**src/hw/rtl/csmaca_pkg.sv**
```systemverilog
// Shared types, widths and codes of the CSMA/CA backoff contention engine.
package csmaca_pkg;

    localparam int TIME_BITS = 48;
    localparam int CW_BITS   = 10;
    localparam int SLOT_W    = 16;
    localparam int DRAW_W    = 16;
    localparam int CFG_IDX_W = 2;

    localparam int WAIT_W  = CW_BITS + SLOT_W + 1;
    localparam int ACC_W   = (TIME_BITS > WAIT_W) ? TIME_BITS : WAIT_W;
    localparam int DVS_W   = (CW_BITS + 1 > SLOT_W) ? CW_BITS + 1 : SLOT_W;
    localparam int ALU_W   = (ACC_W > DVS_W + 1) ? ACC_W : DVS_W + 1;
    localparam int CNT_W   = $clog2(TIME_BITS + 1);
    localparam int IN_W    = ((TIME_BITS + 1 + CW_BITS + DRAW_W + 7) / 8) * 8;
    localparam int OUT_W   = ((TIME_BITS + 6 + 7) / 8) * 8;

    localparam logic [SLOT_W-1:0] IFS_RESET  = 16'd34;
    localparam logic [SLOT_W-1:0] EIFS_RESET = 16'd94;
    localparam logic [SLOT_W-1:0] SLOT_RESET = 16'd9;

    typedef logic [TIME_BITS-1:0] t_time;
    typedef logic [WAIT_W-1:0]    t_wait;
    typedef logic [ACC_W-1:0]     t_acc;
    typedef logic [DVS_W-1:0]     t_dvs;
    typedef logic [ALU_W-1:0]     t_alu;
    typedef logic [CNT_W-1:0]     t_cnt;

    typedef enum logic [1:0] {
        CTL_IDLE    = 2'd0,
        CTL_DEFER   = 2'd1,
        CTL_BACKOFF = 2'd2
    } t_ctl;

    typedef enum logic [1:0] {
        REQ_START   = 2'd0,
        REQ_MEDIUM  = 2'd1,
        REQ_CORRUPT = 2'd2,
        REQ_TICK    = 2'd3
    } t_req;

    typedef enum logic [1:0] {
        ACT_NONE   = 2'd0,
        ACT_NEW    = 2'd1,
        ACT_CANCEL = 2'd2
    } t_act;

    typedef enum logic [CFG_IDX_W-1:0] {
        CFG_IFS  = 2'd0,
        CFG_EIFS = 2'd1,
        CFG_SLOT = 2'd2,
        CFG_OPT  = 2'd3
    } t_cfg_idx;

    typedef enum logic [4:0] {
        SQ_IDLE,
        SQ_DISP,
        SQ_DIV,
        SQ_MODEND,
        SQ_EIFS,
        SQ_SUMIFS,
        SQ_CMPEIFS,
        SQ_MUL,
        SQ_ADDW,
        SQ_EF,
        SQ_EFMIN,
        SQ_EI,
        SQ_EIMIN,
        SQ_SUBD,
        SQ_ACC,
        SQ_REM,
        SQ_CEIL,
        SQ_SHRINK,
        SQ_TICK,
        SQ_DONE
    } t_seq;

endpackage

```
**src/hw/rtl/csma_ca_backoff_contention.sv**
```systemverilog
// Top level of the CSMA/CA backoff contention engine: sequencer around one shared add/sub unit.
//
// Usage: each event enters as one transfer on the slave stream (kind of event in
// s_axis_tuser, time and arguments in s_axis_tdata) and yields exactly one result
// transfer on the master stream (control state after the event, grant flag,
// expectation action, scheduled access time, error flag).
// The user writes timing registers through the plain write port between events;
// the block itself does not enforce it. All time arithmetic of the events runs
// through a single (ALU_W)-bit adder/subtractor: saturating time sums, compares,
// one bit per cycle of the restoring divider (draw mod window, remaining time over
// slot length) and one bit per cycle of the shift-add slot multiplier. s_axis_tready
// is high only while the sequencer waits for an event, so one event is in flight at a time.
// Steps per event: a start with free medium divides the draw by the window, adds
// IFS or EIFS, multiplies the backoff by the slot length and forms the access time;
// medium busy during backoff divides the remaining time by the slot length; ticks
// take one compare; the remaining-slots divide sets the longest path.
// The result sits in an output register; the next event is accepted while it
// waits. If m_axis_tready stays low, the following result holds in the last
// sequencer step until the register frees.
// Reset (synchronous, active low) returns to idle, medium free, no stamps seen,
// and loads the default IFS, EIFS, slot length and idle-time optimization.
module csma_ca_backoff_contention (
    input  logic                            i_clk,
    input  logic                            i_rst_n,
    // slave stream
    input  logic                            s_axis_tvalid,
    output logic                            s_axis_tready,
    // now_time, medium_free, contention_window, random_draw (from bit 0 up)
    input  logic [csmaca_pkg::IN_W-1:0]     s_axis_tdata,
    // req_type
    input  logic [1:0]                      s_axis_tuser,
    // master stream
    output logic                            m_axis_tvalid,
    input  logic                            m_axis_tready,
    // fsm_state, access_granted, expect_action, expected_time, event_error
    output logic [csmaca_pkg::OUT_W-1:0]    m_axis_tdata,
    // configuration write port
    input  logic                            i_cfg_we,
    input  logic [csmaca_pkg::CFG_IDX_W-1:0] i_cfg_idx,
    input  logic [csmaca_pkg::SLOT_W-1:0]   i_cfg_data
);
    import csmaca_pkg::*;

    // configuration
    logic [SLOT_W-1:0] r_ifs, r_eifs, r_slot;
    logic              r_opt;

    // architectural state
    t_ctl              r_ctl, n_ctl;
    logic              r_mfree, n_mfree;
    logic [CW_BITS-1:0] r_backoff, n_backoff;
    t_time             r_eifs_end, n_eifs_end;
    t_time             r_access, n_access;
    logic              r_pending, n_pending;
    t_time             r_busy_t, n_busy_t;
    logic              r_busy_seen, n_busy_seen;
    t_time             r_idle_t, n_idle_t;
    logic              r_idle_seen, n_idle_seen;

    // event latch and working registers
    t_seq              r_seq, n_seq;
    t_req              r_req, n_req;
    t_time             r_now, n_now;
    logic              r_in_free, n_in_free;
    t_time             r_quo, n_quo;
    t_dvs              r_rem, n_rem;
    t_dvs              r_dvs, n_dvs;
    t_acc              r_acc, n_acc;
    t_wait             r_wait, n_wait;
    t_wait             r_d, n_d;
    t_cnt              r_cnt, n_cnt;
    logic              r_flag, n_flag;
    logic              r_div_ceil, n_div_ceil;
    logic              r_from_idle, n_from_idle;

    // result being built and output register
    logic              r_grant, n_grant;
    t_act              r_act, n_act;
    logic              r_err, n_err;
    logic              r_ovalid, n_ovalid;
    logic [OUT_W-1:0]  r_odata, n_odata;

    // shared arithmetic unit
    t_alu              alu_a, alu_b;
    logic              alu_sub;
    logic [ALU_W:0]    alu_sum;
    t_alu              alu_res;
    logic              alu_c;
    logic              alu_hi;
    t_time             alu_sat;

    // unpacked input fields
    t_time              in_now;
    logic               in_free;
    logic [CW_BITS-1:0] in_cw;
    logic [DRAW_W-1:0]  in_draw;
    logic               in_xfer;

    assign in_now  = s_axis_tdata[TIME_BITS-1:0];
    assign in_free = s_axis_tdata[TIME_BITS];
    assign in_cw   = s_axis_tdata[TIME_BITS+CW_BITS:TIME_BITS+1];
    assign in_draw = s_axis_tdata[TIME_BITS+CW_BITS+DRAW_W:TIME_BITS+CW_BITS+1];

    assign s_axis_tready = (r_seq == SQ_IDLE);
    assign in_xfer       = s_axis_tvalid && s_axis_tready;
    assign m_axis_tvalid = r_ovalid;
    assign m_axis_tdata  = r_odata;

    // Operand selection for the shared adder; subtraction gives compares via carry.
    always_comb begin
        alu_a   = '0;
        alu_b   = '0;
        alu_sub = 1'b0;
        unique case (r_seq) inside
            SQ_DIV: begin
                alu_a   = t_alu'({r_rem, r_quo[TIME_BITS-1]});
                alu_b   = t_alu'(r_dvs);
                alu_sub = 1'b1;
            end
            SQ_MUL: begin
                alu_a = t_alu'({r_acc[ACC_W-2:0], 1'b0});
                alu_b = r_quo[TIME_BITS-1] ? t_alu'(r_slot) : '0;
            end
            SQ_SUMIFS: begin
                alu_a = t_alu'(r_now);
                alu_b = t_alu'(r_ifs);
            end
            SQ_EIFS: begin
                alu_a = t_alu'(r_now);
                alu_b = t_alu'(r_eifs);
            end
            SQ_CMPEIFS: begin
                alu_a   = t_alu'(r_acc);
                alu_b   = t_alu'(r_eifs_end);
                alu_sub = 1'b1;
            end
            SQ_ADDW: begin
                alu_a = t_alu'(r_wait);
                alu_b = t_alu'(r_acc);
            end
            SQ_EF: begin
                alu_a   = t_alu'(r_now);
                alu_b   = t_alu'(r_busy_t);
                alu_sub = 1'b1;
            end
            SQ_EI: begin
                alu_a   = t_alu'(r_now);
                alu_b   = t_alu'(r_idle_t);
                alu_sub = 1'b1;
            end
            SQ_EFMIN, SQ_EIMIN: begin
                alu_a   = t_alu'(r_acc);
                alu_b   = t_alu'(r_d);
                alu_sub = 1'b1;
            end
            SQ_SUBD: begin
                alu_a   = t_alu'(r_wait);
                alu_b   = t_alu'(r_d);
                alu_sub = 1'b1;
            end
            SQ_ACC: begin
                alu_a = t_alu'(r_now);
                alu_b = t_alu'(r_wait);
            end
            SQ_REM: begin
                alu_a   = t_alu'(r_access);
                alu_b   = t_alu'(r_now);
                alu_sub = 1'b1;
            end
            SQ_CEIL: begin
                alu_a = t_alu'(r_quo);
                alu_b = t_alu'(r_rem != '0);
            end
            SQ_SHRINK: begin
                alu_a   = t_alu'(r_acc);
                alu_b   = t_alu'(r_backoff);
                alu_sub = 1'b1;
            end
            SQ_TICK: begin
                alu_a   = t_alu'(r_now);
                alu_b   = t_alu'(r_access);
                alu_sub = 1'b1;
            end
            default: begin
            end
        endcase
    end

    // carry out of a subtraction means a >= b; for sums, bits above the time width saturate
    assign alu_sum = {1'b0, alu_a} + {1'b0, (alu_sub ? ~alu_b : alu_b)}
                   + (ALU_W + 1)'(alu_sub);
    assign alu_res = alu_sum[ALU_W-1:0];
    assign alu_c   = alu_sum[ALU_W];
    assign alu_hi  = |alu_sum[ALU_W:TIME_BITS];
    assign alu_sat = alu_hi ? '1 : alu_res[TIME_BITS-1:0];

    // Sequencer next state.
    always_comb begin
        n_seq = r_seq;
        unique case (r_seq)
            SQ_IDLE: begin
                if (in_xfer) n_seq = SQ_DISP;
            end
            SQ_DISP: begin
                unique case (r_req)
                    REQ_START:   n_seq = (r_ctl == CTL_IDLE) ? SQ_DIV : SQ_DONE;
                    REQ_MEDIUM: begin
                        if (r_ctl == CTL_DEFER && r_in_free) begin
                            n_seq = SQ_SUMIFS;
                        end else if (r_ctl == CTL_BACKOFF && !r_in_free && r_slot != '0) begin
                            n_seq = SQ_REM;
                        end else begin
                            n_seq = SQ_DONE;
                        end
                    end
                    REQ_CORRUPT: n_seq = (r_ctl != CTL_IDLE) ? SQ_EIFS : SQ_DONE;
                    REQ_TICK: begin
                        n_seq = (r_ctl == CTL_BACKOFF && r_pending) ? SQ_TICK : SQ_DONE;
                    end
                    default:     n_seq = SQ_DONE;
                endcase
            end
            SQ_DIV: begin
                if (r_cnt == t_cnt'(1)) n_seq = r_div_ceil ? SQ_CEIL : SQ_MODEND;
            end
            SQ_MODEND:  n_seq = r_mfree ? SQ_SUMIFS : SQ_DONE;
            SQ_EIFS:    n_seq = (r_ctl == CTL_BACKOFF) ? SQ_SUMIFS : SQ_DONE;
            SQ_SUMIFS:  n_seq = SQ_CMPEIFS;
            SQ_CMPEIFS: n_seq = SQ_MUL;
            SQ_MUL: begin
                if (r_cnt == t_cnt'(1)) n_seq = SQ_ADDW;
            end
            SQ_ADDW:    n_seq = (r_from_idle && r_opt) ? SQ_EF : SQ_ACC;
            SQ_EF:      n_seq = r_busy_seen ? SQ_EFMIN : SQ_EI;
            SQ_EFMIN:   n_seq = SQ_EI;
            SQ_EI:      n_seq = r_idle_seen ? SQ_EIMIN : SQ_SUBD;
            SQ_EIMIN:   n_seq = SQ_SUBD;
            SQ_SUBD:    n_seq = SQ_ACC;
            SQ_ACC:     n_seq = SQ_DONE;
            SQ_REM:     n_seq = SQ_DIV;
            SQ_CEIL:    n_seq = SQ_SHRINK;
            SQ_SHRINK:  n_seq = SQ_DONE;
            SQ_TICK:    n_seq = SQ_DONE;
            SQ_DONE: begin
                if (!r_ovalid || m_axis_tready) n_seq = SQ_IDLE;
            end
            default:    n_seq = SQ_IDLE;
        endcase
    end

    // Sequencer actions on the datapath and state registers.
    always_comb begin
        n_ctl       = r_ctl;
        n_mfree     = r_mfree;
        n_backoff   = r_backoff;
        n_eifs_end  = r_eifs_end;
        n_access    = r_access;
        n_pending   = r_pending;
        n_busy_t    = r_busy_t;
        n_busy_seen = r_busy_seen;
        n_idle_t    = r_idle_t;
        n_idle_seen = r_idle_seen;
        n_req       = r_req;
        n_now       = r_now;
        n_in_free   = r_in_free;
        n_quo       = r_quo;
        n_rem       = r_rem;
        n_dvs       = r_dvs;
        n_acc       = r_acc;
        n_wait      = r_wait;
        n_d         = r_d;
        n_cnt       = r_cnt;
        n_flag      = r_flag;
        n_div_ceil  = r_div_ceil;
        n_from_idle = r_from_idle;
        n_grant     = r_grant;
        n_act       = r_act;
        n_err       = r_err;
        n_odata     = r_odata;
        n_ovalid    = r_ovalid && !m_axis_tready;

        unique case (r_seq)
            SQ_IDLE: begin
                if (in_xfer) begin
                    n_req       = t_req'(s_axis_tuser);
                    n_now       = in_now;
                    n_in_free   = in_free;
                    n_quo       = t_time'(in_draw) << (TIME_BITS - DRAW_W);
                    n_dvs       = t_dvs'(in_cw) + t_dvs'(1);
                    n_grant     = 1'b0;
                    n_act       = ACT_NONE;
                    n_err       = 1'b0;
                    n_from_idle = 1'b0;
                end
            end
            SQ_DISP: begin
                unique case (r_req)
                    REQ_START: begin
                        if (r_ctl != CTL_IDLE) begin
                            n_err = 1'b1;
                        end else begin
                            n_rem       = '0;
                            n_cnt       = t_cnt'(DRAW_W);
                            n_div_ceil  = 1'b0;
                            n_from_idle = 1'b1;
                        end
                    end
                    REQ_MEDIUM: begin
                        // medium bookkeeping happens in every state, errors included
                        n_mfree     = r_in_free;
                        n_busy_t    = r_now;
                        n_busy_seen = 1'b1;
                        if (r_ctl == CTL_DEFER) begin
                            if (!r_in_free) n_err = 1'b1;
                        end else if (r_ctl == CTL_BACKOFF) begin
                            if (!r_in_free) begin
                                n_pending = 1'b0;
                                n_ctl     = CTL_DEFER;
                                n_act     = ACT_CANCEL;
                            end else begin
                                n_err = 1'b1;
                            end
                        end
                    end
                    default: begin
                    end
                endcase
            end
            SQ_DIV: begin
                // one restoring step: subtract when the trial remainder allows it
                n_quo = {r_quo[TIME_BITS-2:0], alu_c};
                n_rem = alu_c ? alu_res[DVS_W-1:0] : {r_rem[DVS_W-2:0], r_quo[TIME_BITS-1]};
                n_cnt = r_cnt - t_cnt'(1);
            end
            SQ_MODEND: begin
                n_backoff = r_rem[CW_BITS-1:0];
                if (!r_mfree) n_ctl = CTL_DEFER;
            end
            SQ_EIFS: begin
                n_eifs_end = alu_sat;
            end
            SQ_SUMIFS: begin
                n_acc = t_acc'(alu_sat);
            end
            SQ_CMPEIFS: begin
                // EIFS applies while its end lies beyond now + IFS
                n_wait = alu_c ? t_wait'(r_ifs) : t_wait'(r_eifs);
                n_acc  = '0;
                n_quo  = t_time'(r_backoff) << (TIME_BITS - CW_BITS);
                n_cnt  = t_cnt'(CW_BITS);
            end
            SQ_MUL: begin
                n_acc = t_acc'(alu_res);
                n_quo = r_quo << 1;
                n_cnt = r_cnt - t_cnt'(1);
            end
            SQ_ADDW: begin
                n_wait = alu_res[WAIT_W-1:0];
                n_d    = alu_res[WAIT_W-1:0];
            end
            SQ_EF: begin
                if (r_busy_seen) n_acc = alu_c ? t_acc'(alu_res[TIME_BITS-1:0]) : '0;
            end
            SQ_EI: begin
                if (r_idle_seen) n_acc = alu_c ? t_acc'(alu_res[TIME_BITS-1:0]) : '0;
            end
            SQ_EFMIN, SQ_EIMIN: begin
                if (!alu_c) n_d = r_acc[WAIT_W-1:0];
            end
            SQ_SUBD: begin
                n_wait = alu_res[WAIT_W-1:0];
            end
            SQ_ACC: begin
                n_access  = alu_sat;
                n_pending = 1'b1;
                n_act     = ACT_NEW;
                n_ctl     = CTL_BACKOFF;
            end
            SQ_REM: begin
                // remaining time, zero once the access time has passed
                n_quo      = alu_c ? alu_res[TIME_BITS-1:0] : '0;
                n_rem      = '0;
                n_dvs      = t_dvs'(r_slot);
                n_cnt      = t_cnt'(TIME_BITS);
                n_div_ceil = 1'b1;
            end
            SQ_CEIL: begin
                n_acc  = t_acc'(alu_res[TIME_BITS-1:0]);
                n_flag = alu_hi;
            end
            SQ_SHRINK: begin
                if (!r_flag && !alu_c) n_backoff = r_acc[CW_BITS-1:0];
            end
            SQ_TICK: begin
                if (alu_c) begin
                    n_pending   = 1'b0;
                    n_idle_t    = r_now;
                    n_idle_seen = 1'b1;
                    n_ctl       = CTL_IDLE;
                    n_grant     = 1'b1;
                end
            end
            SQ_DONE: begin
                if (!r_ovalid || m_axis_tready) begin
                    n_ovalid = 1'b1;
                    n_odata  = OUT_W'({r_err,
                                       ((r_act == ACT_NEW) ? r_access : t_time'(0)),
                                       r_act, r_grant, r_ctl});
                end
            end
            default: begin
            end
        endcase
    end

    always_ff @(posedge i_clk) begin
        if (!i_rst_n) begin
            r_seq       <= SQ_IDLE;
            r_ctl       <= CTL_IDLE;
            r_mfree     <= 1'b1;
            r_backoff   <= '0;
            r_eifs_end  <= '0;
            r_access    <= '0;
            r_pending   <= 1'b0;
            r_busy_t    <= '0;
            r_busy_seen <= 1'b0;
            r_idle_t    <= '0;
            r_idle_seen <= 1'b0;
            r_ovalid    <= 1'b0;
        end else begin
            r_seq       <= n_seq;
            r_ctl       <= n_ctl;
            r_mfree     <= n_mfree;
            r_backoff   <= n_backoff;
            r_eifs_end  <= n_eifs_end;
            r_access    <= n_access;
            r_pending   <= n_pending;
            r_busy_t    <= n_busy_t;
            r_busy_seen <= n_busy_seen;
            r_idle_t    <= n_idle_t;
            r_idle_seen <= n_idle_seen;
            r_ovalid    <= n_ovalid;
        end
    end

    // working registers and result payload need no reset
    always_ff @(posedge i_clk) begin
        r_req       <= n_req;
        r_now       <= n_now;
        r_in_free   <= n_in_free;
        r_quo       <= n_quo;
        r_rem       <= n_rem;
        r_dvs       <= n_dvs;
        r_acc       <= n_acc;
        r_wait      <= n_wait;
        r_d         <= n_d;
        r_cnt       <= n_cnt;
        r_flag      <= n_flag;
        r_div_ceil  <= n_div_ceil;
        r_from_idle <= n_from_idle;
        r_grant     <= n_grant;
        r_act       <= n_act;
        r_err       <= n_err;
        r_odata     <= n_odata;
    end

    // configuration registers
    always_ff @(posedge i_clk) begin
        if (!i_rst_n) begin
            r_ifs  <= IFS_RESET;
            r_eifs <= EIFS_RESET;
            r_slot <= SLOT_RESET;
            r_opt  <= 1'b1;
        end else if (i_cfg_we) begin
            unique case (t_cfg_idx'(i_cfg_idx))
                CFG_IFS:  r_ifs  <= i_cfg_data;
                CFG_EIFS: r_eifs <= i_cfg_data;
                CFG_SLOT: r_slot <= i_cfg_data;
                CFG_OPT:  r_opt  <= i_cfg_data[0];
                default: begin
                end
            endcase
        end
    end

endmodule
```
**config.mk**
```make
export PLATFORM = sky130hd
export DESIGN_NAME = csma_ca_backoff_contention
export DESIGN_NICKNAME = d
export VERILOG_FILES = /design/src/hw/rtl/csmaca_pkg.sv /design/src/hw/rtl/csma_ca_backoff_contention.sv
export SDC_FILE = /design/constraint.sdc
export NUM_CORES = 1
export LEC_CHECK = 0
export ABC_CLOCK_PERIOD_IN_PS = 7900
export BUFFER_PORTS_ARGS = -buffer_cell sky130_fd_sc_hd__buf_4
export CAP_MARGIN = 0
export CORE_UTILIZATION = 35
export DETAILED_ROUTE_END_ITERATION = 8
export SLEW_MARGIN = 5
export SYNTH_ARGS = -nofsm -noshare
export SYNTH_HDL_FRONTEND = slang
export SYNTH_SLANG_ARGS = --single-unit
```
**constraint.sdc**
```tcl
create_clock -name i_clk -period 7.9 [get_ports i_clk]
set_input_delay 1.185 -clock i_clk [delete_from_list [all_inputs] [get_ports i_clk]]
set_output_delay 1.185 -clock i_clk [all_outputs]
set_load 0.02 [all_outputs]
```
Word level (Yosys, flattened, before mapping) --
Index checks and enable logic that the tools add are counted.
Storage, ports and cells: logic and storage cells 237, input port bits 105, output and inout bits 58, bits in registers 563
Cells by class: bitwise logic cells 1, muxes and demuxes 81, add/sub/neg operators 4, reduce and logical (&&, ||, !) cells 67, equality and inequality tests 50
Operators with widths (count):
- $pmux 48 s14 | 1
- $pmux 48 s5 | 2
- $pmux 48 s7 | 1
- $mux 48 | 6
- $pmux 27 s2 | 2
- $mux 16 | 6
- $pmux 5 s18 | 1
- $mux 5 | 11
- $add 48x48->49 | 1
- $add 49x1->49 | 1
- $not 48->48 | 1
- $pmux 16 s3 | 1
- $eq 5x4->1 const B | 8
- $pmux 16 s2 | 1
- $reduce_bool 16->1 | 2
- $mux 27 | 1
- $pmux 6 s4 | 1
- $reduce_and 2->1 | 12
- $mux 1 | 22
- $mux 2 | 11
- $ne 2x2->1 const B | 11
- $eq 5x3->1 const B | 4
- $eq 5x5->1 const B | 4
- $pmux 10 s2 | 1
- 37 further kinds | 91

Depth between registers and ports, before layout --
word-level depth 11, depth in mapped cells 26, gate-level depth less buffers 20

Worst setup path after synthesis --
Ideal clock, no wire load.
path type reg-to-reg, start point reg r_seq[2], end point reg r_d[0], enable pin, required time 7.517 ns, data arrival time 5.145 ns, library setup time 0.383 ns, path buffers 6, clock period less this slack 5.527 ns, path slack 2.373 ns, cell stages (with the launch flop) 20, cell sequence dfxtp_1 > buf_2 > buf_2 > or3_1 > nor2_1 > clkbuf_1 > buf_1 > a22oi_1 > nand4_1 > xor2_1 > fa_1 > a21oi_1 > o211ai_1 > a211oi_1 > o31ai_1 > a211oi_1 > o21a_1 > clkbuf_1 > clkbuf_1 > a21o_1
On the way: word-level cells in the longest chain between the ends 9, elaborated cells between the ends (all ways) 32, those cells by class add/sub (2); eq/ne (17); mux (4); bitwise (1); reduce/logical (8)
RTL lines:
- from (decl) | RTL line csma_ca_backoff_contention.sv:61 | t_seq r_seq, n_seq;
- from (signal assigned) | RTL line csma_ca_backoff_contention.sv:431 | r_seq <= n_seq;
- $eq 5x4->1 (on tied branches)
- $reduce_or 3->1 (no source line)
- $pmux 48 s14 | RTL line csma_ca_backoff_contention.sv:114 | unique case (r_seq) inside
- $not 48->48 | RTL line csma_ca_backoff_contention.sv:190 | assign alu_sum = {1'b0, alu_a} + {1'b0, (alu_sub ? ~alu_b : alu_b)}
- $mux 48 | RTL line csma_ca_backoff_contention.sv:190
- $add 48x48->49 | RTL line csma_ca_backoff_contention.sv:190
- $add 49x1->49 | RTL line csma_ca_backoff_contention.sv:191 | + (ALU_W + 1)'(alu_sub);
- $ne 2x2->1 (no source line)
- $reduce_and 2->1 (no source line) (*)
- to (signal assigned) | RTL line csma_ca_backoff_contention.sv:456 | r_d <= n_d;
- to (decl) | RTL line csma_ca_backoff_contention.sv:70 | t_wait r_d, n_d;
Mark *: on every way between the ends. The rest lies on a longest branch, timed or not. A chain may end at the register's enable or synchronous reset.

Worst setup path after layout --
start point reg r_seq[3], end point reg r_acc[42], data pin
On the way: word-level cells in the longest chain between the ends 10, elaborated cells between the ends (all ways) 34, those cells by class add/sub (2); eq/ne (16); mux (9); bitwise (1); reduce/logical (6)
RTL lines:
- $eq 5x4->1
- $reduce_or 3->1 (no source line)
- $pmux 48 s14 | RTL line csma_ca_backoff_contention.sv:114
- $not 48->48 | RTL line csma_ca_backoff_contention.sv:190
- $mux 48 | RTL line csma_ca_backoff_contention.sv:190
- $add 48x48->49 | RTL line csma_ca_backoff_contention.sv:190
- $add 49x1->49 | RTL line csma_ca_backoff_contention.sv:191
- $mux 48 | RTL line csma_ca_backoff_contention.sv:362, csma_ca_backoff_contention.sv:365
- $mux 48 (on tied branches) | RTL line csma_ca_backoff_contention.sv:365, csma_ca_backoff_contention.sv:362
- $pmux 48 s5 (*) | RTL line csma_ca_backoff_contention.sv:282 | unique case (r_seq)
- net n_acc[42] | RTL line csma_ca_backoff_contention.sv:68 | t_acc r_acc, n_acc;
- to (signal assigned) | RTL line csma_ca_backoff_contention.sv:454 | r_acc <= n_acc;
- to (decl) | RTL line csma_ca_backoff_contention.sv:68
The timed path passes the listed nets; every way through them passes the cells marked *. The select of a mux whose other input is x is not followed.

==> results.md <==
- Hold slack: 436.9 ps
- Count of final hold-check violations: 0
- Share of layout cells above drive strength 1: 11.33%
- Core Region: 82,110 sq um
- Seq/Total Area, Yosys: 49.09%
- Final worst path period need: 6860 ps
- Pin count of the biggest net entering global routing: 124
- Outcome: finished, violations left
- Multi-input logic area: 13,750 sq um
- GRT Residual Overflow: 0
- Clk root buf: clkbuf_16
- Starting density of the core: 35.41%
- R2R Path Start: r_seq[3]
- Top_reg_cell synth: edfxtp_1
- Unrepaired setup endpoints after global routing: false
- Min-Delay Path Depth: 0
- CTS buffer count: 58
- Vias in the first global route: 25,170
- Fmax: 145.8 MHz
- Max FO, Critical Path: 24
- Number of cells in the design after placement: 4,305
- Detailed Routing Iterations Pass 1: 9
- Hold Path Sink: m_axis_tdata[2]
- Cell area after synthesis: 29,080 sq um
- Register area: 14,270 sq um
- Peak supply drop: 0.2075 mV
- Leading cell type by number of instances after synthesis: nand2_1
- Global placement routability congestion: 0.9871
- Failing checks: design-rule violations
- Critical Path RT: 8260 ps
- Final Non-Filler Cells: 4,417
- Commonest cells post-synth: nand2_1, a21oi_1, edfxtp_1
- Global Route Usage Sum: 26.46%
- Share of the synthesized area in the top cell type: 30.98%
- Post-synth EDFFs: 300
- Skew final: 37.02 ps
- Critical path type: reg -> reg
- DIE AREA: 84,240 sq um
- Drt wl/cell: 26.12 microns
- Die Wd: 290.2 microns
- Async SR Flop Fraction: 0%
- R2R cell count: 18
- Register bit count reported by yosys: 563
- # resized after CTS: 0
- Class of the worst hold path: reg -> reg
- Max-Cap Viols: 0
- H-Tree Depth: 2
- Crit path capture type: flip-flop
- Rel. slew slack: 11.19%
- Max-slew violation count: 0
- CTS tree: built
- First-pass GRT wire length: 169,400 microns
- Setup slack, reg-to-reg: 1040 ps
- Leading area contributor after synthesis: edfxtp_1
- Final antenna-violating net count: 0
- Period utilisation layout: 86.84%
- Post-CTS Setup Bufs: 0
- Clock latency on the worst-skew pair: 660 ps
- Area delta synth->final: 14.91%
- Cells after Synth: 3,269
- CTS Buffer Depth: 3
- CTS sink count: 563
- Nets: 3,454
- Synth area leaders: edfxtp_1, dfxtp_1, nand2_1
- Initial antenna violation count: 4
- Ys Warns: 0
- Post-route setup TNS: 0 ps
- Finished Core Util: 40.70%
- # IOs: 163
- Slew @ Worst Pin: 1326 ps
- CP Launch Type: flip-flop
- Worst R2R End: r_acc[42]
- Post-route DRC: 13
- Dpl hpwl: 77,830 microns
- Unique masters post-synth: 87
- Clock transition at path regs: 60 ps
- Worst hold start: r_grant
- Hold-fix buffer count after cts: 0
- FP Rows: 105
- I/O Buffers: 155
- Filler cell count: 8,120
- Synthesized area per cell: 8.895 sq um
- Iter 0 DRT Violations: 4,104
- Final setup fails: 0
- PwrDens: 365.7 nW/um^2
- WL final: 115,400 microns
- Post-DR vias/cell: 6.123
- P_leak: 11.83 nW
- Die Span Y: 290.2 microns
- Crit path DAT: 7220 ps
- Total number of vias: 27,050
per-layer routing:
layer	GRT usage [%]	share of wire (%)	up-vias
li1	-	-	12070
met1	36.71	42	13080
met2	40.40	44	1619
met3	4.252	10	276
met4	11.96	4.5	2
met5	0	0.011	-
stage by stage:
step / total power, mW / instance area (sq um) / setup slack (ps)
after floorplan: 7.046 / 29080 / 2373
after global placement: 9.128 / 31380 / 1327
after detailed placement: 9.162 / 31380 / 1268
after CTS: 12.11 / 33410 / 1207
after global routing: 12.77 / 33410 / 811.1
final: 12.22 / 33420 / 1040
cell families after synthesis:
family                   share of synthesized area [%]
XOR/XNOR                                         2.255
buffers and inverters                            4.152
AND/OR/NAND/NOR                                  19.13
multiplexers                                    0.2108
adder cells (fa/ha/maj)                          2.418
other                                          0.01290
flip-flops                                       49.09
AO/OA/AOI/OAI                                    22.73
cell type report:
class	count	share of cell area (%)
antenna	2	0.01498
clock buffer	83	4.987
clock inverter	27	1.105
inverter	45	0.5354
multi-input combinational	2398	41.15
sequential	563	42.72
tap	1070	4.006
timing repair buffer	229	5.482
sequential cells by signal, summed over array words and instances, names as in the netlist, 27 cells and up:
name / cells
r_wait: 27
r_d: 27
r_quo: 48
m_axis_tdata: 54
r_idle_t: 48
r_acc: 48
r_eifs_end: 48
r_access: 48
r_now: 48
r_busy_t: 48
worst max-delay path, stage by stage (launching register included):
cell and delay (ps):
dfxtp_1 730, buf_4 300, nor2b_1 460, a2bb2oi_1 180, o21ai_4 750, a221o_1 470
or2_1 250, and2_1 210, fa_1 240, a21oi_1 110, o211ai_1 340, a211oi_1 180
nor4bb_1 640, o211ai_1 290, a31oi_1 540, a221oi_1 220, xor2_1 310, and2_1 230
o22ai_1 100
layout by cell type (no fill, tap or decap), drive strengths merged, types with 25 or more instances in the layout:
cell	instances
a31oi	30
and2	69
a221o	29
a211oi	79
nand2	694
a222oi	85
nor2	252
buf	229
nor3	29
clkbuf	83
o21ai	139
dfxtp	263
xnor2	46
a21o	25
a21oi	329
ha	53
xor2	28
inv	47
a22oi	117
edfxtp	300
a22o	42
nand4	37
nand3	104
worst max path at each step:
stage,slack (ps),cells after the start,startpoint,end
global placement,1330,18,r_seq[3],r_acc[27]
finish,1040,18,r_seq[3],r_acc[42]
detailed placement,1270,18,r_seq[3],r_acc[34]
global route,810,19,r_seq[1],r_acc[44]
floorplan,2370,19,r_seq[2],r_d[0]
CTS,1210,18,r_seq[3],r_acc[2]
where the power goes:
group / internal [mW] / switching, mW / total [mW]
sequential: 3.86 / 0.511 / 4.37
clock: 1.70 / 1.25 / 2.95
combinational: 1.45 / 3.45 / 4.90
total: 7.01 / 5.21 / 12.2
(Power assumes the default switching activity.)
